$ cat src/cobsrx_skid.sv
// Two-entry output buffer: a registered output stage plus one skid entry.
// Breaks the ready path between the result stage and the downstream sink. No package use.
module cobsrx_skid #(
    parameter int unsigned WIDTH = 8
) (
    input  logic             clk,
    input  logic             rst_n,
    input  logic             in_valid,
    input  logic [WIDTH-1:0] in_data,
    output logic             in_ready,
    output logic             out_valid,
    output logic [WIDTH-1:0] out_data,
    input  logic             out_ready
);

    logic             out_valid_reg;
    logic             out_valid_next;
    logic [WIDTH-1:0] out_data_reg;
    logic [WIDTH-1:0] out_data_next;
    logic             skid_valid_reg;
    logic             skid_valid_next;
    logic [WIDTH-1:0] skid_data_reg;
    logic [WIDTH-1:0] skid_data_next;

    assign in_ready  = !skid_valid_reg;
    assign out_valid = out_valid_reg;
    assign out_data  = out_data_reg;

    always_comb
    begin
        out_valid_next  = out_valid_reg;
        out_data_next   = out_data_reg;
        skid_valid_next = skid_valid_reg;
        skid_data_next  = skid_data_reg;
        if (!out_valid_reg || out_ready)
        begin
            // Output slot frees up: drain the skid entry first, else pass input through.
            if (skid_valid_reg)
            begin
                out_valid_next  = 1'b1;
                out_data_next   = skid_data_reg;
                skid_valid_next = 1'b0;
            end
            else
            begin
                out_valid_next = in_valid;
                out_data_next  = in_data;
            end
        end
        else if (in_valid && !skid_valid_reg)
        begin
            skid_valid_next = 1'b1;
            skid_data_next  = in_data;
        end
    end

    always_ff @(posedge clk or negedge rst_n)
    begin
        if (!rst_n)
        begin
            out_valid_reg  <= 1'b0;
            skid_valid_reg <= 1'b0;
        end
        else
        begin
            out_valid_reg  <= out_valid_next;
            skid_valid_reg <= skid_valid_next;
        end
    end

    always_ff @(posedge clk)
    begin
        out_data_reg  <= out_data_next;
        skid_data_reg <= skid_data_next;
    end

endmodule

$ cat config.mk
export PLATFORM = sky130hd
export DESIGN_NAME = cobsrx_skid
export DESIGN_NICKNAME = d
export VERILOG_FILES = /design/src/cobsrx_skid.sv
export SDC_FILE = /design/constraint.sdc
export NUM_CORES = 1
export LEC_CHECK = 0
export BUFFER_PORTS_ARGS = -buffer_cell sky130_fd_sc_hd__clkbuf_2
export CAP_MARGIN = 20
export CORE_MARGIN = 10
export CORE_UTILIZATION = 42
export DETAILED_ROUTE_END_ITERATION = 8
export HOLD_SLACK_MARGIN = 0.15
export PLACE_DENSITY_LB_ADDON = 0.3
export SLEW_MARGIN = 20
export SYNTH_ARGS = -nofsm -noshare
export SYNTH_HDL_FRONTEND = slang
export SYNTH_SLANG_ARGS = --single-unit
$ cat constraint.sdc
create_clock -name clk -period 1.8 [get_ports clk]
set_clock_uncertainty 0.1 [all_clocks]
set_input_delay 0 -clock clk [delete_from_list [all_inputs] [get_ports clk]]
set_output_delay 0 -clock clk [all_outputs]
set_load 0.005 [all_outputs]
==> reports/metrics.cfg <==
[sta]
hold_viol_final = 0
holdWs_ns = 0.342
rsz0062_at_grt = no
fmax_mhz = 610
maxSlewHeadroom = 0.653
tightest_slew_ns = 0.521
finalSetupViolCount = 0
fin_setup_tns_ns = 0
final_max_slew_viol_count = 0
finalCritPeriodShare = 0.910
fin_crit_ns = 1.64

[clock_network]
numCtsBuffers = 3
cts.path.max_buffers = 2
root_buffer = clkbuf_4
clk_latency_ns = 0.28
post_cts_buffers = 0
cts.sink_count = 18
cts.clk_slew.worst_paths_ns = 0.10
cts_hold_buf = 13
cts_resized = 0
cts_max_level = 1
cts_tree = yes

[detailed_routing]
drc = 0
wirelength_um = 1290
wl_met1_um = 524
drt-initial-drc-count = 6
wl_met2_um = 699
wl_per_cell_um = 14.7
top_layer = met3
drtPass1Iterations = 3
met3_length_um = 66
antenna_left = 0
vias = 406
vias_per_cell = 4.61

[synthesis]
avgSynthCellArea_um2 = 21.0
ys_seq_area_frac = 0.764
syn_nets = 45
yosys_register_bits = 18
synth_area_leader_cell = edfxtp_1
syn_area_um2 = 694
synth_cell_type_count = 10
syn_inst = 33
yosysWarnings = 0
synth.area.top_cells = edfxtp_1, mux2_4, dfrtp_1
synth.top_cell.area_share = 0.692

[worst_hold_path]
hold_start = in_data[7]
worstHoldEndpoint = skid_data_reg[7]
worstHoldPathCells = 2
hold_path.class = in2reg

[pwr]
internal_power_w = 0.000641
finalPower_w = 0.000813
p_sw_frac = 0.211
powerDensity_mw_per_mm2 = 830
p_switching_w = 0.000172
ir_drop_mv = 0.517
p_seq_frac = 0.622
pwr-share-clk = 0.244
combPwrFrac = 0.134
leakage_nw = 0.417

[placement]
dpl_cell_area_um2 = 823
port_buffers = 21
place_congestion = 0.659

[finish]
post-route-util = 0.636
final_cell_mix = clkbuf_2, edfxtp_1, dlygate4sd3_1, mux2_4, clkbuf_4
stdcell_area_um2 = 980
drive_gt1_frac = 0.486
nets = 85
area_growth_pct = 41.1
diodes = 0
layout_commonest_cell = clkbuf_2

[critical_path]
r2r-start = skid_valid_reg
crit_fanout = 11
cp-start-kind = register
r2r_slack_ns = 0.16
r2r_end = out_valid
rr_worst_depth = 3
critical_path_class = reg2reg
critical_path_required_ns = 1.88
crit_arrival_ns = 1.72
endpoint_kind = register

[floorplanning]
die_x_um = 60.7
die-area_mm2 = 0.00368
io_pins = 22
num_rows = 14
start_util = 0.450
design.core.area_mm2 = 0.00154
dieHeight_um = 60.7

[grt]
grt_pass1_wl_um = 2240
grt_max_degree = 12
antenna_found_initial = 0
grt_usage = 0.0785
first_global_vias = 496
overflow = 0

[flow_run]
cap_violations = 0

[status]
status = complete, no violations

==> metrics by stage <==
step                      cells  setup WS (ns)
after detailed placement     71          0.322
after CTS                    88          0.168
after floorplan              33          0.111
after global placement       71          0.342
final                        88          0.162
after global routing         88         0.0576
==> per-layer routing <==
layer,vias up,track usage
li1,201,-
met1,194,0.0800
met2,11,0.147
met3,0,0.0230
met4,0,0.0282
met5,-,0
==> synthesized netlist by cell type <==
| cell | n |
|---|---|
| nand2_1 | 1 |
| edfxtp_1 | 16 |
| dfrtp_1 | 2 |
| nand2b_4 | 1 |
| nor3b_1 | 1 |
| inv_1 | 1 |
| buf_6 | 1 |
| mux2_4 | 7 |
| nor2_1 | 2 |
| mux2_2 | 1 |
==> layout make-up <==
class / count / area, um^2
clock buffers: 3 / 22.5
well taps: 16 / 20.0
flip-flops and latches: 18 / 531
fillers: 116 / 562
repair buffers: 36 / 250
multi-input cells: 13 / 149
inverters: 1 / 3.75
clock inverters: 1 / 3.75
==> how the worst max path moves through the flow <==
stage	startpoint	end	slack, ns	cells past startpoint
floorplan	out_valid	skid_data_reg[0]	0.11	2
global placement	skid_valid_reg	skid_data_reg[4]	0.34	2
detailed placement	skid_valid_reg	skid_data_reg[3]	0.32	2
CTS	skid_valid_reg	out_valid	0.17	3
global route	skid_valid_reg	out_valid	0.06	3
finish	skid_valid_reg	out_valid	0.16	3
==> power groups by stage <==
stage                      logic, W  clock network, W  registers (W)
after floorplan           0.0000488                 0       0.000510
after global placement    0.0000870                 0       0.000514
after detailed placement  0.0000874                 0       0.000515
after CTS                  0.000111          0.000207       0.000506
after global routing       0.000121          0.000219       0.000509
final                      0.000109          0.000198       0.000505
==> cells by family (layout without fill, tap and decap cells) <==
family,count (synthesis),count (layout),share of synthesized area
buffers and inverters,2,41,0.0216
AND/OR/NAND/NOR,5,5,0.0468
flip-flops,18,18,0.764
multiplexers,8,8,0.168
==> worst max-delay path, cell delays in order, from the launching register on <==
cell and delay [ns]:
dfrtp_1 0.58, nor2_1 0.23, nand2_1 0.07, dlygate4sd3_1 0.55
(Power assumes the default switching activity.)
